<file path="config.mk">
export PLATFORM = sky130hd
export DESIGN_NAME = mpp_ram
export DESIGN_NICKNAME = d
export VERILOG_FILES = /design/src/design/mpp_ram.sv
export SDC_FILE = /design/constraint.sdc
export NUM_CORES = 2
export LEC_CHECK = 0
export BUFFER_PORTS_ARGS = -buffer_cell sky130_fd_sc_hd__buf_2
export CORE_AREA = 2 2 408 309
export CTS_CLUSTER_DIAMETER = 150
export DETAILED_ROUTE_END_ITERATION = 8
export DIE_AREA = 0 0 410 311
export GPL_TIMING_DRIVEN = 0
export MAX_ROUTING_LAYER = met4
export PLACE_DENSITY = 0.81
export REMOVE_ABC_BUFFERS = 1
export SLEW_MARGIN = 20
export SYNTH_ARGS = -nofsm -noshare
export SYNTH_HDL_FRONTEND = slang
export SYNTH_SLANG_ARGS = --single-unit
</file>
<file path="constraint.sdc">
create_clock -name clk_i -period 7.75 [get_ports clk_i]
set_input_delay 1.55 -clock clk_i [delete_from_list [all_inputs] [get_ports clk_i]]
set_output_delay 1.55 -clock clk_i [all_outputs]
set_load 0.01 [all_outputs]
</file>
<file path="src/design/mpp_ram.sv">
// Generic single-write, single-read synchronous RAM with registered read.
// Read returns the old contents when read and write hit the same address.
`default_nettype none

module mpp_ram #(
  parameter int WIDTH = 8,
  parameter int DEPTH = 256
) (
  input  wire                         clk_i,
  input  wire                         we_i,
  input  wire [$clog2(DEPTH)-1:0]     waddr_i,
  input  wire [WIDTH-1:0]             wdata_i,
  input  wire                         re_i,
  input  wire [$clog2(DEPTH)-1:0]     raddr_i,
  output logic [WIDTH-1:0]            rdata_o
);

  logic [WIDTH-1:0] mem_q [DEPTH];

  always_ff @(posedge clk_i) begin
    if (we_i) begin
      mem_q[waddr_i] <= wdata_i;
    end
    if (re_i) begin
      rdata_o <= mem_q[raddr_i];
    end
  end

endmodule

`default_nettype wire

</file>
==> results.cfg <==
[logic_synthesis]
synth_ff_type = sky130_fd_sc_hd__edfxtp_1
synthDominantAreaCellType = sky130_fd_sc_hd__edfxtp_1
postSynthRegisterBits = 2056
yosys_warnings = 0
postSynth.asyncResetShare_pct = 0
post_synthesis_instance_total = 3733
number_of_synthesized_flops_with_an_enable_pin = 2056
synth.cell_area_mm2 = 0.0796
synth_largest_type_area_fraction_pct = 77.5
post_synth.cell_area_avg_um2 = 21.3
synth_sequential_area_ratio_pct = 77.5
synth_cell_type_count = 54
netlist_top_cells_area = sky130_fd_sc_hd__edfxtp_1, sky130_fd_sc_hd__mux4_2, sky130_fd_sc_hd__mux2i_1, sky130_fd_sc_hd__nor2_1, sky130_fd_sc_hd__a22oi_1

[cts]
clock_tree.htree_level_count = 4
ctsRootBufferMaster = sky130_fd_sc_hd__clkbuf_16
clkSinkCount = 2056
clk-insertion-delay-late_ns = 0.83
path_clk_slew_ns = 0.06
cts_made_buffers = 179
ctsLongestPathBuffers = 3
post-cts-setup-buffer-count = 0
post_cts_resize_count = 0
holdBufCountCts = 0
cts_tree = done

[global_routing]
met3_global_route_usage_pct = 8.01
globalRouteMet2Util_pct = 46.4
grt_use_total_pct = 31.9
number_of_antenna_violations_at_the_first_check_in_global_routing = 7
via_count_of_the_first_global_routing_pass = 40354
pin_count_of_the_biggest_net_entering_global_routing = 141
global_route.overflow_total = 0
global_route_met1_usage_pct = 45.3
global_route_wire_length_before_repair_um = 282000
grt_busiest_layer = met2

[route]
dr.pass1.iters = 6
detail_routed_net_length_per_standard_cell_um = 34.9
post-route-drc-count = 0
drt_iter0_drc = 7322
vias = 40314
viasPerCell = 7.21
postRouteWirelength_um = 195000
postRouteAntennaNets = 0

[place]
detailed_place_hpwl_um = 113000
port_bufs = 34
placedInstanceArea_mm2 = 0.0821
place.gp.congestion = 0.832

[outcome]
outcome = finished clean

[setup_path]
path_buf_inv = 5
critical_path_required_ns = 8.24
crit_type = in2reg
critical_path_cell_count = 11
worstPathCellList = buf_8 -> buf_16 -> buf_16 -> buf_16 -> buf_16 -> mux4_2 -> o22a_1 -> o21ai_0 -> a2111oi_1 -> nor3_1 -> nor4_1
worst_r2r_path_depth = 5
worst_setup_path_start_kind = input port
critPathCaptureType = flop
critical-path-top-cell-by-count = sky130_fd_sc_hd__buf_16
r2r_slack_ns = 4.38
cell_type_of_the_slowest_stage_on_the_worst_timing_path = sky130_fd_sc_hd__nor4_1
worst_ep_arrival_time_ns = 6.49
critical-path-top-delay-family = buffers and inverters
timing.critical_path.slowest_cell_delay_ns = 0.85
largest_fanout_on_the_critical_path = 88

[timing]
number_of_slew_limit_violations_in_the_final_report = 0
period_needed_ns = 6.01
setup_viol_count_final = 0
setup-tns-final_ns = 0
finalClockSkew_ns = 0.0252
worst_slew_pin_slew_ns = 1.21
hold_viol = 0
post-route-period-util_pct = 77.5
relSlewSlack_pct = 18.7
rsz0062_at_grt = no
fmax_mhz = 167
hold_ws_ns = 1.01

[pwr]
power.total_mw = 22.3
power-per-cell-area_mw_per_mm2 = 253
leakagePower_nw = 27.0
irDropWorstVdd_mv = 0.238

[layout]
layout.nets = 3807
layout.cell_area.non_filler_mm2 = 0.0879
nFillCells = 6689
layout.area.seq_mm2 = 0.0617
drive_above_1_share_pct = 21.5
final_util_pct = 71.2
multi_input_comb_area_mm2 = 0.0166
top_library_cells_by_usage_in_the_layout_fill_and_taps_aside = sky130_fd_sc_hd__edfxtp_1, sky130_fd_sc_hd__mux4_2, sky130_fd_sc_hd__nor2_1
synthToLayoutAreaGrowth_pct = 10.3
layout_commonest_cell = sky130_fd_sc_hd__edfxtp_1

[worst_hold_path]
worstHoldPathType = in2reg
worstHoldPathCells = 1

[run]
drv.max_cap_violation_count = 0

[die]
core.rowCount = 112
floorplan.core_area_mm2 = 0.123
die-width_um = 410
boundaryPins = 35
initial_core_util_pct = 64.5
floorplan.die_area_mm2 = 0.128
dieHeight_um = 311
layer usage:
metal  vias to the layer above  share of wire, %
li1                      15810                 -
met1                     20693                35
met2                      3357                47
met3                       454                14
met4                         0               3.4
met5                         -                 0
registers in the layout, indices dropped and copies added, names as in the netlist:
register / count
mem_q: 2048
rdata_o: 8
worst reg2reg max path, stage by stage, from the launching register on:
cell,delay (ns)
sky130_fd_sc_hd__edfxtp_1,0.39
sky130_fd_sc_hd__mux4_2,0.50
sky130_fd_sc_hd__o21ai_0,0.59
sky130_fd_sc_hd__a2111oi_1,0.27
sky130_fd_sc_hd__nor3_1,0.95
sky130_fd_sc_hd__nor4_1,0.33
metrics by stage:
stage / std cells / worst slack, ns
global placement: 5187 / -13.74
CTS: 5582 / 1.98
global route: 5588 / 1.65
detailed placement: 5252 / 1.20
floorplan: 3500 / 3.71
finish: 5588 / 1.74
worst paths after layout:
kind                           startpoint                     end
setup / recovery               raddr_i[1]    rdata_o[1]$_DFFE_PP_
hold reg to reg    mem_q[20][0]$_DFFE_PP_    rdata_o[0]$_DFFE_PP_
setup reg to reg  mem_q[170][1]$_DFFE_PP_    rdata_o[1]$_DFFE_PP_
hold / removal                 wdata_i[2]  mem_q[40][2]$_DFFE_PP_
kinds of logic after synthesis:
kind of cell / Yosys count / share of synthesized area (%)
AOI/OAI and AO/OA: 385 / 3.42
buffers and inverters: 235 / 1.83
DFF: 2056 / 77.5
muxes: 591 / 14.6
and+or+nand+nor: 466 / 2.63
power breakdown:
part           switching, mW  leakage [nW]  internal [mW]
clock                   3.98          2.80           4.88
sequential           0.00945          18.5           12.3
combinational          0.742          5.68          0.387
total                   4.73          27.0           17.5
area by class of cell:
cell class                 instances  area share, %
sequential                      2056           70.3
timing repair buffer              99           1.96
tap                             1653           2.35
clock buffer                     217           5.33
inverter                           2        0.00997
clock inverter                   113           1.17
multi-input combinational       1442           18.9
antenna                            6         0.0171
synth_stat cells (10+ instances only):
cell / number
sky130_fd_sc_hd__buf_8: 13
sky130_fd_sc_hd__a211oi_1: 16
sky130_fd_sc_hd__buf_2: 31
sky130_fd_sc_hd__nand4_1: 10
sky130_fd_sc_hd__buf_4: 27
sky130_fd_sc_hd__nand2_1: 33
sky130_fd_sc_hd__edfxtp_1: 2056
sky130_fd_sc_hd__mux4_2: 454
sky130_fd_sc_hd__o211ai_1: 10
sky130_fd_sc_hd__a22oi_1: 133
sky130_fd_sc_hd__nand3_1: 34
sky130_fd_sc_hd__a21oi_1: 96
sky130_fd_sc_hd__o221ai_1: 46
sky130_fd_sc_hd__mux2i_1: 134
sky130_fd_sc_hd__nor2b_1: 31
sky130_fd_sc_hd__o22ai_1: 28
sky130_fd_sc_hd__a221oi_1: 13
sky130_fd_sc_hd__buf_6: 21
sky130_fd_sc_hd__o21ai_0: 10
sky130_fd_sc_hd__buf_1: 22
sky130_fd_sc_hd__clkbuf_1: 111
sky130_fd_sc_hd__nor2_1: 282
sky130_fd_sc_hd__nor4_1: 24
sky130_fd_sc_hd__nor3_1: 22
(Power assumes the default switching activity.)
