$ cat config.mk
export PLATFORM = sky130hd
export DESIGN_NAME = mpp_seq
export DESIGN_NICKNAME = d
export VERILOG_FILES = /design/src/design/mpp_pkg.sv /design/src/design/mpp_seq.sv
export SDC_FILE = /design/constraint.sdc
export NUM_CORES = 1
export LEC_CHECK = 0
export BUFFER_PORTS_ARGS = -buffer_cell sky130_fd_sc_hd__buf_2
export CAP_MARGIN = 20
export CORE_MARGIN = 5
export CORE_UTILIZATION = 35
export DETAILED_ROUTE_END_ITERATION = 16
export SLEW_MARGIN = 30
export SYNTH_ARGS = -nofsm -noshare
export SYNTH_HDL_FRONTEND = slang
export SYNTH_SLANG_ARGS = --single-unit
$ cat constraint.sdc
create_clock -name clk_i -period 3.27 [get_ports clk_i]
set_input_delay 0.1635 -clock clk_i [delete_from_list [all_inputs] [get_ports clk_i]]
set_output_delay 0.1635 -clock clk_i [all_outputs]
set_load 0.01 [all_outputs]
$ cat src/design/mpp_pkg.sv
// Package for the monochrome pixel page packer.
// Holds sizes, register codes and the structs shared by the packer modules.
`default_nettype none

package mpp_pkg;

  // Column buffer depth
  localparam int MAX_COLUMNS = 256;
  localparam int COL_W       = $clog2(MAX_COLUMNS);
  // Width for column compares: holds the column count and a position plus one
  localparam int CMP_W       = (COL_W + 1 > 9) ? COL_W + 1 : 9;

  // Configuration port
  localparam int CFG_W       = 9;
  localparam int CFG_IDX_W   = 2;
  localparam int COL_CNT_W   = 9;
  localparam int PAGE_CNT_W  = 4;
  localparam int COL_CNT_RST  = 256;
  localparam int PAGE_CNT_RST = 8;

  localparam logic [CFG_IDX_W-1:0] REG_COLUMN_COUNT = CFG_IDX_W'(0);
  localparam logic [CFG_IDX_W-1:0] REG_PAGE_COUNT   = CFG_IDX_W'(1);

  // Buffer word: written-bits mask above the column byte
  localparam int WORD_W = 16;

  typedef struct packed {
    logic [COL_W-1:0] col;
    logic [2:0]       row;
    logic [2:0]       page;
    logic             row_end;
    logic             page_end;
  } pos_t;

  typedef struct packed {
    logic [7:0] page_byte;
    logic [7:0] column_offset;
    logic [2:0] page_offset;
    logic       last_of_page;
    logic       last_of_area;
  } item_t;

endpackage

`default_nettype wire

$ cat src/design/mpp_seq.sv
// Position sequencer: configuration registers and column/row/page counters.
// Depends on mpp_pkg.
`default_nettype none

module mpp_seq (
  input  wire                             clk_i,
  input  wire                             rst_ni,
  input  wire                             cfg_we_i,
  input  wire [mpp_pkg::CFG_IDX_W-1:0]    cfg_index_i,
  input  wire [mpp_pkg::CFG_W-1:0]        cfg_data_i,
  input  wire                             accept_i,
  input  wire                             first_i,
  output mpp_pkg::pos_t                   pos_o
);
  import mpp_pkg::*;

  logic [COL_CNT_W-1:0]  col_cnt_q;
  logic [PAGE_CNT_W-1:0] page_cnt_q;
  logic [COL_W-1:0]      col_q, col_d;
  logic [2:0]            row_q, row_d;
  logic [2:0]            page_q, page_d;

  logic [CMP_W-1:0]      cols_raw, cols_eff;
  logic [PAGE_CNT_W-1:0] pages_eff;
  pos_t                  pos;

  always_ff @(posedge clk_i or negedge rst_ni) begin
    if (!rst_ni) begin
      col_cnt_q  <= COL_CNT_W'(COL_CNT_RST);
      page_cnt_q <= PAGE_CNT_W'(PAGE_CNT_RST);
    end else if (cfg_we_i) begin
      unique case (cfg_index_i)
        REG_COLUMN_COUNT: col_cnt_q  <= cfg_data_i[COL_CNT_W-1:0];
        REG_PAGE_COUNT:   page_cnt_q <= cfg_data_i[PAGE_CNT_W-1:0];
        default: ;
      endcase
    end
  end

  // Clamp the configured counts into their usable ranges
  always_comb begin
    cols_raw = CMP_W'(col_cnt_q);
    priority if (cols_raw == '0) begin
      cols_eff = CMP_W'(1);
    end else if (cols_raw > CMP_W'(MAX_COLUMNS)) begin
      cols_eff = CMP_W'(MAX_COLUMNS);
    end else begin
      cols_eff = cols_raw;
    end
    priority if (page_cnt_q == '0) begin
      pages_eff = PAGE_CNT_W'(1);
    end else if (page_cnt_q > PAGE_CNT_W'(8)) begin
      pages_eff = PAGE_CNT_W'(8);
    end else begin
      pages_eff = page_cnt_q;
    end
  end

  always_comb begin
    // A new area restarts from the origin
    pos.col      = first_i ? '0 : col_q;
    pos.row      = first_i ? '0 : row_q;
    pos.page     = first_i ? '0 : page_q;
    pos.row_end  = (CMP_W'(pos.col) + CMP_W'(1)) >= cols_eff;
    pos.page_end = (PAGE_CNT_W'(pos.page) + PAGE_CNT_W'(1)) >= pages_eff;
    pos_o        = pos;
  end

  always_comb begin
    col_d  = col_q;
    row_d  = row_q;
    page_d = page_q;
    if (accept_i) begin
      if (pos.row_end) begin
        col_d = '0;
        if (pos.row == 3'd7) begin
          row_d  = '0;
          page_d = pos.page_end ? 3'd0 : pos.page + 3'd1;
        end else begin
          row_d  = pos.row + 3'd1;
          page_d = pos.page;
        end
      end else begin
        col_d  = pos.col + COL_W'(1);
        row_d  = pos.row;
        page_d = pos.page;
      end
    end
  end

  always_ff @(posedge clk_i or negedge rst_ni) begin
    if (!rst_ni) begin
      col_q  <= '0;
      row_q  <= '0;
      page_q <= '0;
    end else begin
      col_q  <= col_d;
      row_q  <= row_d;
      page_q <= page_d;
    end
  end

endmodule

`default_nettype wire

==> results of run 1 <==
==> sequential cells by signal, summed over array words and instances (netlist names) <==
signal	cells
col_q	8
col_cnt_q	9
page_q	3
page_cnt_q	4
row_q	3
==> kinds of logic (layout without fill, tap and decap cells) <==
kind of cell	count (synthesis)	count (layout)
and+or+nand+nor	63	63
buffers and inverters	19	56
adders and majority gates	17	17
AOI/OAI and AO/OA	34	34
DFF	27	27
xor gates and xnor gates	5	5
muxes	16	16
==> through the flow <==
stage          hold slack [ps]  util, %  setup slack [ps]  cell area [um2]
2_1_floorplan             -132        -               369             1780
4_1_cts                   81.2     41.1               104             2060
3_5_place_dp               219     40.0               273             2000
3_3_place_gp               220     40.0               345             2000
5_1_grt                    106     41.5              6.63             2080
6_report                  89.9     41.5               168             2080
==> worst max-delay path, stage by stage (launching register included) <==
cell and delay, ps:
dfrtp_1 380, inv_1 60, nor2_1 170, ha_1 220, and3_1 190, and3_1 230, mux2_2 350, ha_1 290
and4_1 190, nand2_1 70, o211a_4 260, inv_2 110, buf_2 140
==> repair_timing <==
| action | 4_1_cts | 5_1_grt |
|---|---|---|
| buffers inserted | 0 | 3 |
| hold buffers | 1 | 0 |
| endpoints found under the hold margin | 25 | 0 |
| setup endpoints to repair | 0 | 1 |
==> area by class of cell <==
type | count | area, um2
fill | 530 | 2930
sequential | 27 | 678
clock buffer | 3 | 41.3
multi-input combinational | 135 | 1010
clock inverter | 1 | 5.00
timing repair buffer | 38 | 210
tap | 70 | 87.6
inverter | 14 | 52.6
==> layout by cell type (no fill, tap or decap), types with 2 or more instances in the layout <==
cell	count
buf_2	31
dfrtp_1	25
ha_1	17
nor2_1	15
nand2_1	14
mux2_2	14
inv_1	12
nand3_1	9
o21ai_0	9
a21oi_1	7
nor2b_1	6
buf_4	6
a22o_1	5
and3_1	4
xnor2_1	3
clkbuf_8	3
nor3_1	2
nand4_1	2
xor2_1	2
nand2b_1	2
o21a_1	2
mux2i_1	2
dfstp_2	2
==> power by group <==
| group | switching, mW | internal (mW) | total, mW |
|---|---|---|---|
| Combinational | 0.142 | 0.125 | 0.267 |
| Clock | 0.107 | 0.0855 | 0.193 |
| Sequential | 0.0348 | 0.383 | 0.418 |
==> routing by layer <==
metal | vias up | share of wire, % | global-route usage (%)
met2 | 32 | 45 | 19.2
met4 | 0 | 1.1 | 2.70
met1 | 663 | 50 | 17.4
met5 | - | 0 | 0
li1 | 718 | - | -
met3 | 4 | 3.9 | 2.55
==> worst paths after layout <==
| path | endpoint | slack [ps] |
|---|---|---|
| hold / removal | col_cnt_q[8] | 90 |
| max in group asynchronous | col_q[0] | 2450 |
| hold reg to reg | row_q[2] | 510 |
| min in group asynchronous | col_cnt_q[6] | 420 |
| setup / recovery | pos_o[1] | 170 |
| setup reg to reg | page_q[1] | 190 |
==> results.py, run 1 <==
metrics = {
    "global_routing": {
        "gr-usage-all-layers_pct": 12.3,
        "overflow": 0,
        "antenna_found_initial": 0,
        "grt_first_pass_wirelength_mm": 6.42,
        "grt_max_degree": 28,
        "first_global_vias": 1320,
    },
    "worst_setup_path": {
        "start_kind": "flop",
        "worst-setup-path-type": "flop to primary output",
        "crit_start": "col_q[1]",
        "timing.rr.start": "col_q[1]",
        "r2r_cells": 13,
        "crit_fanout": 6,
        "worstPathArrival_ps": 2940,
        "endpoint_kind": "primary output",
        "cp.required_ps": 3110,
    },
    "cts": {
        "cts_tree": "built",
        "clockBufferDepth": 2,
        "clk_pin_slew_worst_paths_ps": 90,
        "worstSkewPairLatency_ps": 270,
        "cts_sinks": 27,
        "cts_resized": 0,
        "cts_max_level": 1,
        "cts_root_buf": "clkbuf_8",
        "cts_made_buffers": 3,
    },
    "synthesis": {
        "synth_top_area_share_pct": 35.2,
        "synth_area_leader_cell": "dfrtp_1",
        "synth_common_cells": "dfrtp_1 (25), ha_1 (17), nor2_1 (15)",
        "synth_compound_area_share_pct": 13.3,
        "synthCells": 181,
        "synth_xor_area_share_pct": 2.46,
        "synth_ff_type": "dfrtp_1",
        "synth_adder_area_share_pct": 12.0,
        "synth_edf_count": 0,
        "yosys.area_share.simple_pct": 18.8,
        "synth_top_family_by_area": "simple AND/OR/NAND/NOR gates",
        "ys_seq_area_share_pct": 38.1,
        "synth_fp_nets": 214,
        "netlist_area_um2": 1780,
        "ys.warnings.count": 0,
        "synth.area.mux_share_pct": 9.99,
        "avgSynthCellArea_um2": 9.83,
        "async_flop_share_pct": 100,
        "yosysMostFrequentCell": "dfrtp_1",
        "yosysUniqueCellTypes": 46,
        "synth_area_leaders": "dfrtp_1 (35%), ha_1 (12%), mux2_2 (8.9%)",
        "synth_seq_cells": 27,
    },
    "placement": {
        "dp.cells": 280,
        "io_buffers": 31,
        "routabilityCongestion": 0.841,
        "hpwl_mm": 2.94,
    },
    "sta": {
        "maxSlewViolCount": 0,
        "setup_violations": 0,
        "worst_slew_pin_slew_ps": 613,
        "fin_crit_sh_pct": 94.9,
        "tns_ps": 0,
        "fin_crit_ps": 3100,
        "rsz0062_at_grt": "no",
        "hold_violations": 0,
        "slew_headroom_pct": 59.2,
        "clock.fmax_mhz": 322,
        "clock_skew_ps": 2.09,
    },
    "routing": {
        "via_per_inst": 4.92,
        "vias": 1417,
        "final_antenna_net_count": 0,
        "drt_iter0_markers": 72,
        "wl_per_cell_um": 13.2,
        "finalWirelength_mm": 3.80,
        "dr.pass1.iters": 4,
        "drc": 0,
    },
    "cells_and_area": {
        "drive_above_1_share_pct": 28.4,
        "insertedDiodeCount": 0,
        "synthToLayoutAreaGrowth_pct": 16.9,
        "finalNetCount": 252,
        "fin_cells": 288,
    },
    "die": {
        "die_x_um": 81.3,
        "die_h_um": 81.3,
        "initial_core_util_pct": 35.5,
        "io_pins": 32,
        "dieArea_um2": 6610,
        "core-area_um2": 5010,
        "rows": 26,
    },
    "power_and_ir_drop": {
        "vdd_ir_drop_max_mv": 0.367,
        "p_per_area_nw_per_um2": 421,
        "power_uw": 877,
        "p_leak_nw": 1.05,
    },
    "status": {
        "status": "finished clean",
    },
    "hold_path": {
        "timing.hold.worst.start": "cfg_data_i[8]",
        "whs_path_depth": 3,
        "hold_path.class": "input pin to flop",
    },
    "job": {
        "drv_cap": 0,
    },
}
No activity file was read; power rests on OpenSTA's default activity.
==> inputs of run 2 (changes only) <==
CORE_UTILIZATION = 25   (was 35)
==> run 2 against run 1 <==
Net effect:
- clock-buffer cell count is 1 higher
- clock skew is 1.0 ps higher
- clock power hardly changed
- sequential share of layout area is 0.56 points lower
- highest routed layer unchanged
- wire length is 5.4% higher
==> results.py, run 2 (synthesis results as in run 1) <==
metrics = {
    "status": {
        "status": "finished clean",
    },
    "cells_and_area": {
        "top_register": "col_cnt_q",
        "mostFrequentLayoutCells": "buf_2 (31), dfrtp_1 (25), ha_1 (17)",
        "layout_commonest_cell": "buf_2",
        "synthToLayoutAreaGrowth_pct": 19.0,
        "finalNetCount": 252,
        "insertedDiodeCount": 0,
        "largestRegisters": "col_cnt_q x9, col_q x8, page_cnt_q x4",
        "largest_reg_flops": 9,
        "final_core_util_pct": 30.8,
        "drive_above_1_share_pct": 28.4,
    },
    "die": {
        "io_pins": 32,
        "die_h_um": 94.4,
        "initial_core_util_pct": 25.9,
        "core-area_um2": 6870,
        "dieArea_um2": 8900,
        "die_x_um": 94.4,
        "rows": 30,
    },
    "cts": {
        "worstSkewPairLatency_ps": 270,
        "cts_made_buffers": 3,
        "cts_sinks": 27,
        "clockBufferDepth": 2,
        "clk_pin_slew_worst_paths_ps": 90,
        "cts_max_level": 1,
        "cts_root_buf": "clkbuf_8",
        "cts_tree": "built",
    },
    "job": {
        "drv_cap": 0,
    },
    "worst_setup_path": {
        "crit_fanout": 6,
        "timing.rr.start": "col_q[1]",
        "worstPathArrival_ps": 2860,
        "worst-setup-path-type": "flop to primary output",
        "r2r-end": "row_q[0]",
        "reg2reg_slack_ps": 400,
        "r2r_cells": 13,
        "start_kind": "flop",
        "endpoint_kind": "primary output",
        "cp.required_ps": 3110,
    },
    "sta": {
        "clock_skew_ps": 3.09,
        "rsz0062_at_grt": "no",
        "fin_crit_ps": 3020,
        "maxSlewViolCount": 0,
        "worst_slew_pin_slew_ps": 596,
        "setup_violations": 0,
        "hold_violations": 0,
        "tns_ps": 0,
        "slew_headroom_pct": 60.2,
        "fin_crit_sh_pct": 92.4,
        "clock.fmax_mhz": 331,
    },
    "global_routing": {
        "first_global_vias": 1396,
        "grt_max_degree": 28,
        "overflow": 0,
        "antenna_found_initial": 0,
        "grt_first_pass_wirelength_mm": 6.81,
        "gr-usage-all-layers_pct": 9.71,
    },
    "power_and_ir_drop": {
        "vdd_ir_drop_max_mv": 0.158,
        "p_leak_nw": 1.04,
        "pwr-share-clk_pct": 22.0,
        "switching_power_uw": 284,
        "p_per_area_nw_per_um2": 415,
        "combinationalPowerShare_pct": 30.4,
        "power_frac_seq_pct": 47.7,
        "swShare_pct": 32.3,
        "internal_power_uw": 594,
    },
    "placement": {
        "routabilityCongestion": 0.782,
        "hpwl_mm": 3.15,
        "io_buffers": 31,
    },
    "routing": {
        "drt_iter0_markers": 66,
        "via_per_inst": 4.42,
        "finalWirelength_mm": 4.00,
        "dr.pass1.iters": 4,
        "drc": 0,
        "wl_per_cell_um": 12.8,
        "vias": 1387,
        "final_antenna_net_count": 0,
    },
    "hold_path": {
        "timing.hold.worst.start": "cfg_data_i[8]",
        "whs_path_depth": 3,
        "hold_end": "col_cnt_q[8]",
        "hold_path.class": "input pin to flop",
    },
}
[run 2: cell types whose count changed in the layout (fill, tap and decap cells not counted), sizes merged]
cell	before	now
clkbuf	3	4
clkinv	2	1
[run 2: metal layers]
layer	wire length (um)	global-route usage, %
met5	0	0
met4	108	3.61
met1	2050	13.7
met3	270	2.71
met2	1580	14.1
[run 2: worst max path at each step]
| stage | from | cells past startpoint | slack (ps) | endpoint |
|---|---|---|---|---|
| final | col_q[1] | 12 | 250 | pos_o[1] |
| after global routing | col_q[1] | 12 | 40 | pos_o[1] |
| after CTS | col_q[1] | 12 | 150 | pos_o[1] |
| after detailed placement | col_q[1] | 13 | 340 | page_q[2] |
| after global placement | col_q[1] | 13 | 410 | page_q[2] |
| after floorplan | first_i | 14 | 370 | page_q[2] |
[run 2: area by class of cell]
class / count / area (um2)
fill: 730 / 4750
multi-input combinational: 135 / 1010
sequential: 27 / 678
timing repair buffer: 38 / 210
tap: 96 / 120
inverter: 14 / 52.6
clock buffer: 4 / 45.0
[run 2: through the flow]
stage / cells / total power [mW] / setup WS [ps] / hold slack, ps / area (um2)
floorplan: 181 / 0.608 / 369 / -132 / 1780
global placement: 306 / 0.674 / 407 / 204 / 2030
detailed placement: 306 / 0.679 / 337 / 211 / 2030
CTS: 311 / 0.873 / 150 / 97.1 / 2090
global route: 314 / 0.943 / 35.8 / 99.4 / 2120
finish: 314 / 0.878 / 249 / 96.6 / 2120
[run 2: power groups by stage]
stage / clock network [mW] / logic (mW) / registers (mW)
after global placement: 0 / 0.249 / 0.425
after detailed placement: 0 / 0.253 / 0.426
after CTS: 0.198 / 0.255 / 0.419
after global routing: 0.213 / 0.303 / 0.428
after floorplan: 0 / 0.194 / 0.414
final: 0.193 / 0.266 / 0.418
[run 2: what timing repair did]
| action | CTS | global route |
|---|---|---|
| setup buffers | 0 | 3 |
| hold buffers | 1 | 0 |
| endpoints found under the hold margin | 25 | 0 |
| gates resized for setup | 0 | 1 |
| endpoints found under the setup margin | 0 | 1 |
[run 2: worst max-delay path, stage by stage (launching register included)]
cell and delay (ps):
dfrtp_1 380, inv_1 60, nor2_1 140, ha_1 200
and3_1 200, and3_4 210, mux2_2 330, ha_1 290
and4_1 190, nand2_1 70, o211a_4 260, inv_2 100
buf_2 150
==> inputs of run 3 (changes only) <==
CTS_BUF_LIST = sky130_fd_sc_hd__clkbuf_4 sky130_fd_sc_hd__clkbuf_8   (was default)
clock period = 2.76 ns   (was 3.27 ns; I/O delays follow)
==> run 3 against run 2 <==
Net effect:
- the run now ends with negative setup slack left
- critical path depth unchanged
- worst hold slack worse by 11 ps
- sequential share of layout area shrank 2.7 points
- critical endpoint unchanged
- largest power group unchanged
==> results.py, run 3 (synthesis results as in run 1) <==
metrics = {
    "cts": {
        "cts_made_buffers": 3,
        "clk_pin_slew_worst_paths_ps": 90,
        "cts_sinks": 27,
        "cts_tree": "built",
        "cts_root_buf": "clkbuf_8",
        "cts_max_level": 1,
        "clockBufferDepth": 2,
        "worstSkewPairLatency_ps": 280,
    },
    "cells_and_area": {
        "top_register": "col_cnt_q",
        "final_core_util_pct": 33.6,
        "finalNetCount": 269,
        "mostFrequentLayoutCells": "buf_2 (30), dfrtp_1 (25), buf_4 (23)",
        "largest_reg_flops": 9,
        "insertedDiodeCount": 0,
        "fillers": 707,
        "largestRegisters": "col_cnt_q x9, col_q x8, page_cnt_q x4",
        "synthToLayoutAreaGrowth_pct": 29.8,
        "layout_commonest_cell": "buf_2",
        "drive_above_1_share_pct": 37.9,
    },
    "sta": {
        "clock.fmax_mhz": 361,
        "maxSlewViolCount": 0,
        "fin_crit_sh_pct": 100,
        "setup_slack_ps": -11.2,
        "slew_headroom_pct": 58.3,
        "hold_violations": 0,
        "fin_crit_ps": 2770,
        "setup_violations": 1,
        "rsz0062_at_grt": "yes",
        "worst_slew_pin_slew_ps": 626,
        "clock_skew_ps": 5.75,
    },
    "global_routing": {
        "grt_first_pass_wirelength_mm": 7.25,
        "gr-usage-all-layers_pct": 10.3,
        "grt_max_degree": 28,
        "antenna_found_initial": 0,
        "first_global_vias": 1485,
        "overflow": 0,
    },
    "placement": {
        "hpwl_mm": 3.31,
        "place_ws_ps": 11.3,
        "routabilityCongestion": 0.810,
        "io_buffers": 31,
    },
    "worst_setup_path": {
        "cp.required_ps": 2620,
        "timing.rr.start": "col_q[1]",
        "crit_path_cell_trace": "inv_2, nor2_4, ha_4, and3_4, and3_4, mux2_4, ha_4, and4_4, nand2_2, o211a_4, inv_4, buf_6",
        "cpMaxStageDelayCell": "dfrtp_1",
        "crit_start": "col_q[1]",
        "endpoint_kind": "primary output",
        "critical_path.top_delay_family": "simple AND/OR/NAND/NOR gates",
        "crit_fanout": 5,
        "worst-setup-path-type": "flop to primary output",
        "worstPathArrival_ps": 2630,
        "path_buf_inv": 3,
        "start_kind": "flop",
        "critPathMaxStageDelay_ps": 380,
    },
    "die": {
        "rows": 30,
        "dieArea_um2": 8900,
        "initial_core_util_pct": 25.9,
        "io_pins": 32,
        "die_x_um": 94.4,
        "die_h_um": 94.4,
        "core-area_um2": 6870,
    },
    "power_and_ir_drop": {
        "vdd_ir_drop_max_mv": 0.197,
        "p_per_area_nw_per_um2": 498,
        "power_mw": 1.15,
        "p_leak_nw": 1.13,
    },
    "hold_path": {
        "timing.hold.worst.start": "cfg_data_i[8]",
        "hold_path.class": "input pin to flop",
    },
    "routing": {
        "drt_iter0_markers": 81,
        "via_per_inst": 4.59,
        "finalWirelength_mm": 4.39,
        "dr.pass1.iters": 5,
        "vias": 1520,
        "final_antenna_net_count": 0,
        "drc": 0,
        "wl_per_cell_um": 13.2,
    },
    "job": {
        "drv_cap": 0,
    },
    "status": {
        "violations": "negative setup slack",
        "status": "finished with violations",
    },
}
-- run 3: changes by cell type in the layout (fill, tap and decap cells not counted), sizes merged --
cell / delta
buf: +17
-- run 3: cell type report --
type,count,area [um2],share of cell area (%)
clock buffers,4,48.8,2.11
inverters,14,57.6,2.49
multi-input cells,135,1060,45.9
well taps,96,120,5.20
flip-flops and latches,27,678,29.4
repair buffers,55,344,14.9
-- run 3: final timing paths --
check	depth (start not counted)	to	slack, ps
worst max-delay path	12	pos_o[1]	-10
worst min-delay path	3	col_cnt_q[8]	90
worst max register to register	14	row_q[0]	40
worst min register to register	1	row_q[0]	520
max in group asynchronous	2	col_cnt_q[7]	1940
min in group asynchronous	2	row_q[1]	410
-- run 3: timing repair --
action,4_1_cts,5_1_grt
setup endpoints to repair,2,12
hold buffers,1,0
pin swaps,2,6
hold endpoints to repair,25,0
setup buffers,5,5
resized for setup,9,5
-- run 3: per-layer routing --
| metal | track usage (%) | routed length (um) | vias up |
|---|---|---|---|
| met3 | 3.03 | 289 | 6 |
| met4 | 2.17 | 34 | 0 |
| met5 | 0 | 0 | - |
| met2 | 15.5 | 1900 | 46 |
| met1 | 14.5 | 2160 | 717 |
| li1 | - | - | 751 |
-- run 3: metrics by stage --
step	hold WS [ps]	instances	setup TNS [ps]	instance area (um2)
after floorplan	-158	181	0	1790
after global placement	186	316	0	2120
after detailed placement	191	316	0	2120
after CTS	85.5	326	-27.0	2260
after global routing	85.9	331	-265	2310
final	85.5	331	-11.2	2310
-- run 3: power by group --
part	switching, mW	internal [mW]	total (mW)
Sequential	0.0439	0.454	0.498
Clock	0.125	0.113	0.238
Combinational	0.201	0.213	0.414
Total	0.370	0.780	1.15
-- run 3: worst min-delay path, cell delays in order --
cell	delay [ps]
buf_2	100
nand2_1	50
o21ai_0	70
