`config.mk`:
```
export PLATFORM = sky130hd
export DESIGN_NAME = mpp_outq
export DESIGN_NICKNAME = d
export VERILOG_FILES = /design/src/design/mpp_pkg.sv /design/src/design/mpp_outq.sv
export SDC_FILE = /design/constraint.sdc
export NUM_CORES = 1
export LEC_CHECK = 0
export BUFFER_PORTS_ARGS = -buffer_cell sky130_fd_sc_hd__buf_2
export CORE_MARGIN = 1.5
export CORE_UTILIZATION = 50
export CTS_CLUSTER_DIAMETER = 200
export DETAILED_ROUTE_END_ITERATION = 7
export PLACE_DENSITY = 0.86
export SLEW_MARGIN = 20
export SYNTH_ARGS = -nofsm -noshare
export SYNTH_HDL_FRONTEND = slang
export SYNTH_SLANG_ARGS = --single-unit
```
`constraint.sdc`:
```
create_clock -name clk_i -period 2 [get_ports clk_i]
set_input_delay 0.6 -clock clk_i [delete_from_list [all_inputs] [get_ports clk_i]]
set_output_delay 0.6 -clock clk_i [all_outputs]
set_load 0.02 [all_outputs]
```
`src/design/mpp_pkg.sv`:
```
// Package for the monochrome pixel page packer.
// Holds sizes, register codes and the structs shared by the packer modules.
`default_nettype none

package mpp_pkg;

  // Column buffer depth
  localparam int MAX_COLUMNS = 256;
  localparam int COL_W       = $clog2(MAX_COLUMNS);
  // Width for column compares: holds the column count and a position plus one
  localparam int CMP_W       = (COL_W + 1 > 9) ? COL_W + 1 : 9;

  // Configuration port
  localparam int CFG_W       = 9;
  localparam int CFG_IDX_W   = 2;
  localparam int COL_CNT_W   = 9;
  localparam int PAGE_CNT_W  = 4;
  localparam int COL_CNT_RST  = 256;
  localparam int PAGE_CNT_RST = 8;

  localparam logic [CFG_IDX_W-1:0] REG_COLUMN_COUNT = CFG_IDX_W'(0);
  localparam logic [CFG_IDX_W-1:0] REG_PAGE_COUNT   = CFG_IDX_W'(1);

  // Buffer word: written-bits mask above the column byte
  localparam int WORD_W = 16;

  typedef struct packed {
    logic [COL_W-1:0] col;
    logic [2:0]       row;
    logic [2:0]       page;
    logic             row_end;
    logic             page_end;
  } pos_t;

  typedef struct packed {
    logic [7:0] page_byte;
    logic [7:0] column_offset;
    logic [2:0] page_offset;
    logic       last_of_page;
    logic       last_of_area;
  } item_t;

endpackage

`default_nettype wire

```
`src/design/mpp_outq.sv`:
```
// Two-entry result queue between the write-back stage and the output port.
// Depends on mpp_pkg.
`default_nettype none

module mpp_outq (
  input  wire                  clk_i,
  input  wire                  rst_ni,
  input  wire                  push_i,
  input  wire mpp_pkg::item_t  item_i,
  output logic                 out_valid_o,
  input  wire                  out_stall_i,
  output mpp_pkg::item_t       item_o,
  output logic [1:0]           count_o,
  output logic                 pop_o
);
  import mpp_pkg::*;

  item_t      ent_q [2];
  logic       wr_ptr_q, rd_ptr_q;
  logic [1:0] cnt_q, cnt_d;
  logic       pop;

  assign out_valid_o = (cnt_q != 2'd0);
  assign item_o      = ent_q[rd_ptr_q];
  assign pop         = out_valid_o && !out_stall_i;
  assign pop_o       = pop;
  assign count_o     = cnt_q;

  always_comb begin
    cnt_d = cnt_q + {1'b0, push_i} - {1'b0, pop};
  end

  always_ff @(posedge clk_i) begin
    if (push_i) begin
      ent_q[wr_ptr_q] <= item_i;
    end
  end

  always_ff @(posedge clk_i or negedge rst_ni) begin
    if (!rst_ni) begin
      wr_ptr_q <= 1'b0;
      rd_ptr_q <= 1'b0;
      cnt_q    <= 2'd0;
    end else begin
      if (push_i) wr_ptr_q <= ~wr_ptr_q;
      if (pop)    rd_ptr_q <= ~rd_ptr_q;
      cnt_q <= cnt_d;
    end
  end

endmodule

`default_nettype wire

```
==> results.md, run 1 <==
- Run status: complete, but fails checks
- Failing checks: setup timing
- Unrepaired setup endpoints after global routing: yes
- Rows: 21
- Worst endpoint required time: 1400 ps
- Detailed-routing iteration count for the pre-antenna-repair pass: 2
- Warnings, synthesis: 0
- Number of global-route vias before repair: slightly above 900
- Post-synthesis net count: 109
- Clock tree from TritonCTS: built
- Clk slew on worst S/H paths: 110 ps
- Share of the clock period used by the worst path after layout: 100.7%
- Kind of start point of the critical path: flip-flop
- Post-layout worst setup margin: -14.41 ps
- Ports placed on the boundary: 50
- Reg2reg path depth: 7
- Wire length of the first global-routing pass: 4.126 mm
- Fraction of power spent switching nets: 32.53%
- Total Nets Final: 173
- Crit path DAT: around 1400 ps
- Final weighted congestion in routability-driven placement: 0.6192
- Achievable clock frequency: 496.4 MHz
- Worst R2R End: count_o[1]
- Worst setup path category: reg2out
- Launch point of the critical path: rd_ptr_q
- Class of the tightest hold or removal check: in2async
- Vertical extent of the die: 61.62 um
- Max clock buf depth: 2
- Compound-Gate Fraction of Synth Area: 0.4370%
- Drc violations: 0
- Cells taking the most area after synthesis: sky130_fd_sc_hd__edfxtp_1 (73%), sky130_fd_sc_hd__mux2_2 (14%), sky130_fd_sc_hd__dfrtp_1 (5.8%), sky130_fd_sc_hd__xnor2_1 (1.5%), sky130_fd_sc_hd__ha_1 (1.5%)
- Count of endpoints failing hold in the final timing report: 0
- Final Core Density: 71.16%
- Slew margin rel.: 86.14%
- Cell chosen for the clock root: sky130_fd_sc_hd__clkbuf_4
- Iteration-0 DRC count of the detailed router: 22
- DRT antenna net count: 0
- Final count of negative-setup-slack endpoints: 12
- Overflow after GRT: 0
- Power density normalized to cell area: roughly 1400 mW/mm^2
- Cell taking the most area after synthesis: sky130_fd_sc_hd__edfxtp_1
- Detailed-route vias per instance: roughly 4.7
- Effective utilization at floorplan: 51.89%
- Number of buffers added by the clock tree synthesis step: 5
- Avg WL per Cell: 15.04 um
- Quantity of I/O buffers inserted on ports: 49
- Maximum number of pins on one net before global-route repair: 15
- Proportion of synthesized chip area in sequential cells: 79.24%
- Post-synthesis instance area: 0.001718 mm^2
- Total of flip-flops plus latches after synthesis: 46
- Count of clock tree sinks: 46
- Routed wire length: 2.903 mm
- Multiplexer area fraction after synthesis: 13.77%
- Die area: 0.003796 mm^2
- Most frequent standard cell in the layout excluding fill and tap cells: sky130_fd_sc_hd__edfxtp_1
- Leakage power: 0.9878 nW
- Fraction of final layout cells with drive strength greater than 1: ~61%
- Cell-internal power: 0.002290 W
- Worst clock skew: ~13 ps
- Power dissipated by switching net loads: 0.001104 W
- Max VDD drop: about 700 uV
- Number of pins exceeding their max-slew limit in the final report: 0
- Simple logic cell fraction of the synthesized area: 1.092%
- Worst-Margin Slew: 207.5 ps
- Synth cell types: 12
- Crit path max fanout: 6
- Xor/xnor cell area share of the yosys netlist: 2.039%
- Number of levels in the clock H-tree: 2
- Global router's overall resource usage: 16.40%
- Adder-cell share of the synthesized area: 1.457%
- Diode insertion count for antenna repair: 0
- Top-area cell type share of the netlist area: 73.42%
- Dominant combinational cell family by area after synthesis: multiplexers
- Antenna violations before repair: 0
- Area delta synth->final: 37.14%
- Clock share of power: 11.7%
- Total via count after detailed routing: between 900 and 1000
- Part of the total power dissipated in combinational logic: 47.6%
- Average cell area after synthesis: between 20 and 25 um^2
- Critical Path End Type: primary output
- Commonest cells after routing, fill and taps aside: sky130_fd_sc_hd__edfxtp_1 (42), sky130_fd_sc_hd__buf_2 (28), sky130_fd_sc_hd__buf_6 (25)
- Reg-to-Reg Start: count_o[1]
- Post-synthesis cell count: 82
- Crit path capture: item_o[15]
- # fillers: 226
- Area of the core: between 0.003 and 0.004 mm^2
- Max Cap Violations: 0
- Pwr Total: 0.003395 W
- Clock Latency Late Sink: 340 ps
- Reg power frac: just over 40%
- Post-DP HPWL: 1.822 mm
- Die Wd: 61.62 um
- Final min period: 2014 ps
- Reg-to-reg setup timing slack: 360 ps
[through the flow]
stage          hold WS, ps  setup slack [ps]  std cells  cell area [um^2]  setup TNS, ps
2_1_floorplan        304.4             21.09         82              1718              0
3_3_place_gp         407.6             283.2        181              2046              0
6_report             49.79            -14.41        193              2356         -103.7
3_5_place_dp         412.4             209.4        181              2046              0
5_1_grt              25.68            -68.67        193              2356          -1184
4_1_cts              38.34            -24.24        193              2333         -303.5
[worst max-delay path: stages (launching register included)]
cell	delay, ps
sky130_fd_sc_hd__dfrtp_2	480
sky130_fd_sc_hd__buf_6	170
sky130_fd_sc_hd__mux2_4	310
sky130_fd_sc_hd__buf_6	130
[power by group through the flow]
stage          combinational [W]  sequential (W)  clock [W]
2_1_floorplan           0.000766         0.00140          0
3_3_place_gp             0.00110         0.00136          0
3_5_place_dp             0.00113         0.00138          0
4_1_cts                  0.00158         0.00138   0.000411
5_1_grt                  0.00173         0.00140   0.000445
6_report                 0.00161         0.00138   0.000398
[state kept, by name, summed over array words and instances, names as in the netlist]
| register | flops |
|---|---|
| count_o | 2 |
| rd_ptr_q | 1 |
| wr_ptr_q | 1 |
| ent_q | 42 |
[timing repair]
| item | CTS | global route |
|---|---|---|
| buffers inserted | 2 | 0 |
| endpoints found under the setup margin | 21 | 21 |
| cloned | 2 | 0 |
| hold buffers | 0 | 0 |
| resized for setup | 64 | 6 |
[metal layers]
| layer | vias up | share of wire, % | GRT usage [%] |
|---|---|---|---|
| li1 | 437 | - | - |
| met1 | 433 | 37 | 16.20 |
| met2 | 32 | 56 | 29.92 |
| met3 | 6 | 6.1 | 7.353 |
| met4 | 0 | 1.1 | 6.079 |
| met5 | - | 0 | 0 |
[logic make-up after synthesis]
group                    count (synthesis)
AO/OA/AOI/OAI                            1
XOR/XNOR                                 4
adder cells (fa/ha/maj)                  2
buffers and inverters                    5
flip-flops                              46
multiplexers                            21
AND/OR/NAND/NOR                          3
[layout make-up]
| type | instances | area (um^2) | share of cell area, % |
|---|---|---|---|
| repair buffers | 59 | 466.7 | 19.81 |
| well taps | 46 | 57.56 | 2.443 |
| flip-flops and latches | 46 | 1363 | 57.83 |
| inverters | 3 | 11.26 | 0.4780 |
| multi-input cells | 31 | 404.1 | 17.15 |
| clock buffers | 5 | 37.54 | 1.593 |
| clock inverters | 3 | 16.27 | 0.6904 |
[synthesized netlist by cell type]
cell type                  count
sky130_fd_sc_hd__and2_1        1
sky130_fd_sc_hd__edfxtp_1     42
sky130_fd_sc_hd__mux2_2       21
sky130_fd_sc_hd__or2_2         1
sky130_fd_sc_hd__o21bai_1      1
sky130_fd_sc_hd__nor2b_1       1
sky130_fd_sc_hd__buf_6         2
sky130_fd_sc_hd__ha_1          2
sky130_fd_sc_hd__xnor2_1       3
sky130_fd_sc_hd__dfrtp_1       4
sky130_fd_sc_hd__inv_1         3
sky130_fd_sc_hd__xor2_1        1
[worst min-delay path by stage]
stage	from	end
after floorplan	rst_ni	count_o[0]
after global placement	rst_ni	count_o[0]
after detailed placement	rst_ni	count_o[0]
after CTS	rst_ni	count_o[0]
after global routing	rst_ni	rd_ptr_q
final	rst_ni	rd_ptr_q
Note: power is estimated with default switching activity, not from simulation.
==> inputs of run 2 (changes only) <==
- ABC_AREA: default -> 1
==> results.md, run 2 <==
- Worst-Margin Slew: around 210 ps
- Number of synthesized flops with an enable pin: 42
- Worst R2R End: count_o[1]
- Antenna violations before repair: 0
- Clk slew on worst S/H paths: between 100 and 150 ps
- Pwr Total: 0.003118 W
- Cell chosen for the clock root: sky130_fd_sc_hd__clkbuf_4
- Most repeated library cell on the critical path: sky130_fd_sc_hd__nand2_1
- DRT antenna net count: 0
- Avg WL per Cell: around 12 um
- Class of the tightest hold or removal check: in2async
- Kind of start point of the critical path: flip-flop
- Final min period: 1902 ps
- Flip-flop count of the largest register after layout: 42
- Leakage power: 0.9936 nW
- Cell taking the most area after synthesis: sky130_fd_sc_hd__edfxtp_1
- Highest cell delay on the worst timing path: 470 ps
- Effective utilization at floorplan: 52.27%
- Run status: finished, final reports clean
- Overflow after GRT: 0
- Area delta synth->final: 22.63%
- Global router's overall resource usage: 15.80%
- Max Cap Violations: 0
- Post-synthesis instance area: 0.001758 mm^2
- Diode insertion count for antenna repair: 0
- Power density normalized to cell area: around 1400 mW/mm^2
- Reg-to-reg setup timing slack: 570 ps
- Detailed-route vias per instance: 4.675
- Post-synthesis cell count: 139
- Achievable clock frequency: between 500 and 600 MHz
- Final Core Density: 64.10%
- Synth cell types: 11
- Count of clock tree sinks: 46
- Maximum number of pins on one net before global-route repair: 23
- Wire length of the first global-routing pass: 4.485 mm
- Drc violations: 0
- Fraction of final layout cells with drive strength greater than 1: 32.49%
- Ports placed on the boundary: 50
- Final instance area: 0.002156 mm^2
- Placed cell areas: approximately 0.0021 mm^2
- Crit path DAT: 1300 ps
- Proportion of synthesized chip area in sequential cells: 77.44%
- Async SR Flop Fraction: roughly 8.7%
- Launch point of the critical path: rd_ptr_q
- Number of buffers added by the clock tree synthesis step: 5
- Slew margin rel.: between 80% and 90%
- Number of pins exceeding their max-slew limit in the final report: 0
- Number of global-route vias before repair: 1110
- Max clock buf depth: 2
- Worst-path cell chain: inv_6 > nand2_1 > nand2_1 > buf_2
- # fillers: 275
- Clock Latency Late Sink: about 350 ps
- Post-DP HPWL: 1.959 mm
- Detailed-routing iteration count for the pre-antenna-repair pass: 4
- Warnings, synthesis: 0
- Slowest CP cell: sky130_fd_sc_hd__dfrtp_2
- Final weighted congestion in routability-driven placement: approximately 0.74
- Quantity of I/O buffers inserted on ports: 49
- Count of endpoints failing hold in the final timing report: 0
- Post-CTS Setup Bufs: 0
- Die area: 0.003881 mm^2
- Crit path max fanout: 22
- Cell count after placement: ~240
- Commonest cells after routing, fill and taps aside: sky130_fd_sc_hd__nand2_1 (73), sky130_fd_sc_hd__buf_2 (49), sky130_fd_sc_hd__edfxtp_1 (42)
- Number of levels in the clock H-tree: 2
- Unrepaired setup endpoints after global routing: no
- Largest Register: ent_q
- Cells taking the most area after synthesis: sky130_fd_sc_hd__edfxtp_1 (72%), sky130_fd_sc_hd__nand2_1 (16%), sky130_fd_sc_hd__dfrtp_1 (5.7%), sky130_fd_sc_hd__inv_1 (1.9%), sky130_fd_sc_hd__ha_1 (1.4%)
- Total Nets Final: between 200 and 250
- Number of buffers added to fix hold violations after cts: 0
- Iteration-0 DRC count of the detailed router: 49
- Worst clock skew: 5.178 ps
- Setup Total Neg Slack: 0 ps
- Clock tree from TritonCTS: built
- Die Wd: 62.30 um
- Share of the clock period used by the worst path after layout: a little over nine tenths
- Most frequent standard cell in the layout excluding fill and tap cells: sky130_fd_sc_hd__nand2_1
- Average cell area after synthesis: approximately 13 um^2
- Most numerous cell in the Yosys netlist: sky130_fd_sc_hd__nand2_1
- Final instance count without filler cells: ~240
- Vertical extent of the die: a little over 60 um
- Top-area cell type share of the netlist area: 71.74%
- Final count of negative-setup-slack endpoints: 0
- Area of the core: 0.003363 mm^2
- Routed wire length: around 2.8 mm
- Reg2reg path depth: 9
- Commonest register cell after synthesis: sky130_fd_sc_hd__edfxtp_1
- Max VDD drop: 798.6 uV
- Top post-synthesis cells by count: sky130_fd_sc_hd__nand2_1 (73), sky130_fd_sc_hd__edfxtp_1 (42), sky130_fd_sc_hd__inv_1 (9), sky130_fd_sc_hd__dfrtp_1 (4)
- Post-synthesis net count: 166
- Rows: 21
- Total of flip-flops plus latches after synthesis: 46
- Critical Path End Type: primary output
- Worst setup path category: reg2out
- Worst endpoint required time: 1400 ps
- Reg-to-Reg Start: count_o[1]
- Quantity of gates resized following cts: 1
- Total via count after detailed routing: approximately 1100
## run 2: cell count changes in the layout (fill, tap and decap cells not counted), moves of 2 or more
| cell | previous run | this run |
|---|---|---|
| sky130_fd_sc_hd__inv_1 | 3 | 9 |
| sky130_fd_sc_hd__xnor2_1 | 3 | 0 |
| sky130_fd_sc_hd__buf_6 | 25 | 0 |
| sky130_fd_sc_hd__nand2_1 | 0 | 73 |
| sky130_fd_sc_hd__clkinv_1 | 2 | 0 |
| sky130_fd_sc_hd__buf_4 | 6 | 4 |
| sky130_fd_sc_hd__buf_2 | 28 | 49 |
| sky130_fd_sc_hd__nand3_1 | 0 | 2 |
| sky130_fd_sc_hd__mux2_4 | 21 | 0 |
## run 2: logic make-up (layout without fill, tap and decap cells)
| logic type | count (synthesis) | after routing | share of synthesized area, % |
|---|---|---|---|
| flip-flops | 46 | 46 | 77.44 |
| XOR/XNOR | 1 | 1 | 0.4983 |
| buffers and inverters | 14 | 72 | 4.270 |
| adder cells (fa/ha/maj) | 2 | 2 | 1.423 |
| AND/OR/NAND/NOR | 76 | 76 | 16.37 |
## run 2: metrics by stage
stage | setup slack (ps) | hold WS (ps)
finish | 98.05 | 23.14
global route | 19.83 | 11.91
CTS | 6.871 | 11.13
detailed placement | 321.1 | 409.8
global placement | 370.9 | 409.9
floorplan | 70.76 | 304.4
## run 2: worst max-delay path by stage
stage,endpoint,cells past startpoint
after floorplan,ent_q[0][0],2
final,item_o[3],4
after global routing,item_o[14],4
after detailed placement,pop_o,5
after global placement,pop_o,5
after CTS,item_o[20],4
## run 2: layer usage
layer	global-route usage, %	wire [um]	up-vias	share of wire [%]
met5	0	0	-	0
met4	9.722	91	0	3.2
met3	4.529	176	11	6.3
met2	27.04	1418	42	50
met1	17.41	1128	515	40
li1	-	-	568	-
## run 2: layout make-up
cell class	instances	area (um^2)	share of cell area (%)
multi-input combinational	79	324.1	15.03
clock inverter	2	37.54	1.741
sequential	46	1363	63.20
clock buffer	6	41.29	1.915
timing repair buffer	54	290.3	13.46
tap	46	57.56	2.670
inverter	10	42.54	1.973
## run 2: critical path, delay by kind of cell (launching register included)
family	cells	cell delay, ps
flops	1	470
buf+inv	2	320
simple gates	2	160
## run 2: power breakdown
part           switching, W  internal [W]  leakage (nW)
Clock              0.000270      0.000264        0.0385
Combinational      0.000833      0.000391         0.515
Sequential        0.0000747       0.00129         0.441
Total               0.00118       0.00194         0.994
==> inputs of run 3 (changes only) <==
- CORE_UTILIZATION: 50 -> 53
- CTS_BUF_LIST: default -> sky130_fd_sc_hd__clkbuf_4 sky130_fd_sc_hd__clkbuf_8
- PLACE_DENSITY: 0.86 -> 0.9
==> results.md, run 3 (synthesis results as in run 2) <==
- Run status: finished, final reports clean
- Routed wire length: 2.808 mm
- Die area: 0.003671 mm^2
- Rows: 20
- Number of buffers added to fix hold violations after cts: 0
- Most frequent standard cell in the layout excluding fill and tap cells: sky130_fd_sc_hd__nand2_1
- Cell count after placement: about 230
- Antenna violations before repair: 0
- Avg WL per Cell: 11.70 um
- Commonest cells after routing, fill and taps aside: sky130_fd_sc_hd__nand2_1 (73), sky130_fd_sc_hd__buf_2 (49), sky130_fd_sc_hd__edfxtp_1 (42)
- Overflow after GRT: 0
- Max Cap Violations: 0
- Clock tree from TritonCTS: built
- Fraction of power spent switching nets: 39.58%
- Post-DP HPWL: 1.927 mm
- Crit path DAT: 1300 ps
- Slew margin rel.: 79.51%
- Worst setup path category: reg2out
- Clock share of power: between 10 and 15%
- Reg power frac: 45.0%
- Area used by sequential logic in the layout: 0.001363 mm^2
- Effective utilization at floorplan: 56.65%
- Slowest CP cell: sky130_fd_sc_hd__dfrtp_2
- Setup Total Neg Slack: 0 ps
- Maximum number of pins on one net before global-route repair: 23
- Cell-internal power: about 0.0018 W
- Number of pins exceeding their max-slew limit in the final report: 0
- Final Core Density: roughly 70%
- Diode insertion count for antenna repair: 0
- Power dissipated by switching net loads: 0.001193 W
- Detailed-route vias per instance: 4.700
- Quantity of gates resized following cts: 1
- Worst endpoint required time: approximately 1400 ps
- Wire length of the first global-routing pass: 4.264 mm
- Detailed-routing iteration count for the pre-antenna-repair pass: 4
- Vertical extent of the die: 60.59 um
- Worst-path cell chain: buf_8 > nand2_1 > nand2_1 > buf_2
- Top delay family on crit path: flip-flops
- Quantity of I/O buffers inserted on ports: a little under 50
- Final min period: 1900 ps
- Post-Place Worst Slack: 348.9 ps
- Achievable clock frequency: ~530 MHz
- Crit path max fanout: 22
- Most repeated library cell on the critical path: sky130_fd_sc_hd__nand2_1
- Count of clock tree sinks: 46
- Highest cell delay on the worst timing path: 440 ps
- Max VDD drop: roughly 880 uV
- Global router's overall resource usage: 16.86%
- Share of the clock period used by the worst path after layout: 94.99%
- Worst hold margin: ~30 ps
- Critical path buffer and inverter count: 2
- Post-layout worst setup margin: 100.2 ps
- Unrepaired setup endpoints after global routing: no
- Count of endpoints failing hold in the final timing report: 0
- Area delta synth->final: 20.93%
- Final instance count without filler cells: 240
- # fillers: 238
- Number of global-route vias before repair: 1059
- Number of levels in the clock H-tree: 2
- Largest Register: ent_q
- Worst-Margin Slew: around 310 ps
- Total via count after detailed routing: approximately 1100
- Final weighted congestion in routability-driven placement: just under 0.8
- Leakage power: 0.9856 nW
- Worst clock skew: 5.737 ps
- Total Nets Final: roughly 220
- Cell chosen for the clock root: sky130_fd_sc_hd__clkbuf_4
- Final count of negative-setup-slack endpoints: 0
- Class of the tightest hold or removal check: in2async
- Ports placed on the boundary: 50
- Die Wd: 60.59 um
- Post-CTS Setup Bufs: 0
- Flip-flop count of the largest register after layout: 42
- Area occupied by multi-input gates: 324.1 um^2
- Power density normalized to cell area: 1418 mW/mm^2
- Iteration-0 DRC count of the detailed router: 45
- Max clock buf depth: 2
- Area of the core: ~0.0031 mm^2
- Kind of start point of the critical path: flip-flop
- Number of buffers added by the clock tree synthesis step: 5
- Drc violations: 0
- Critical Path End Type: primary output
- DRT antenna net count: 0
- Clk slew on worst S/H paths: 120 ps
- Part of the total power dissipated in combinational logic: 41.0%
- Clock Latency Late Sink: approximately 350 ps
- Fraction of final layout cells with drive strength greater than 1: 32.65%
-- run 3: per-stage QoR --
step | area, um^2 | power (W)
floorplan | 1758 | 0.002215
global placement | 2053 | 0.002550
detailed placement | 2053 | 0.002598
CTS | 2115 | 0.003015
global route | 2126 | 0.003233
finish | 2126 | 0.003014
-- run 3: path summary, 6_finish.rpt --
kind	startpoint	to	slack, ps	cells past startpoint
min in group clk_i	item_i[6]	ent_q[0][6]	430	1
worst min-delay path	rst_ni	rd_ptr_q	30	1
worst max-delay path	rd_ptr_q	item_o[4]	100	4
worst max register to register	count_o[1]	count_o[1]	520	10
worst min register to register	wr_ptr_q	wr_ptr_q	530	1
max in group asynchronous	rst_ni	rd_ptr_q	1840	1
-- run 3: area by class of cell --
cell class / instances / share of cell area, %
Sequential cell: 46 / 64.10
Multi-Input combinational cell: 79 / 15.24
Tap cell: 44 / 2.590
Timing Repair Buffer: 53 / 13.30
Inverter: 10 / 2.001
Clock inverter: 2 / 0.6474
Clock buffer: 6 / 2.119
-- run 3: per-layer routing --
layer	routed length [um]	part of all wire, %	GRT usage, %
met1	1126	40	15.81
met2	1454	52	31.03
met3	165	5.9	5.330
met4	61	2.2	10.87
met5	0	0	0
-- run 3: power groups by stage --
stage / clock (W) / combinational, W / sequential, W
after detailed placement: 0 / 0.00123 / 0.00137
after global placement: 0 / 0.00119 / 0.00136
after CTS: 0.000431 / 0.00123 / 0.00135
final: 0.000420 / 0.00124 / 0.00136
after global routing: 0.000464 / 0.00139 / 0.00138
after floorplan: 0 / 0.000823 / 0.00139
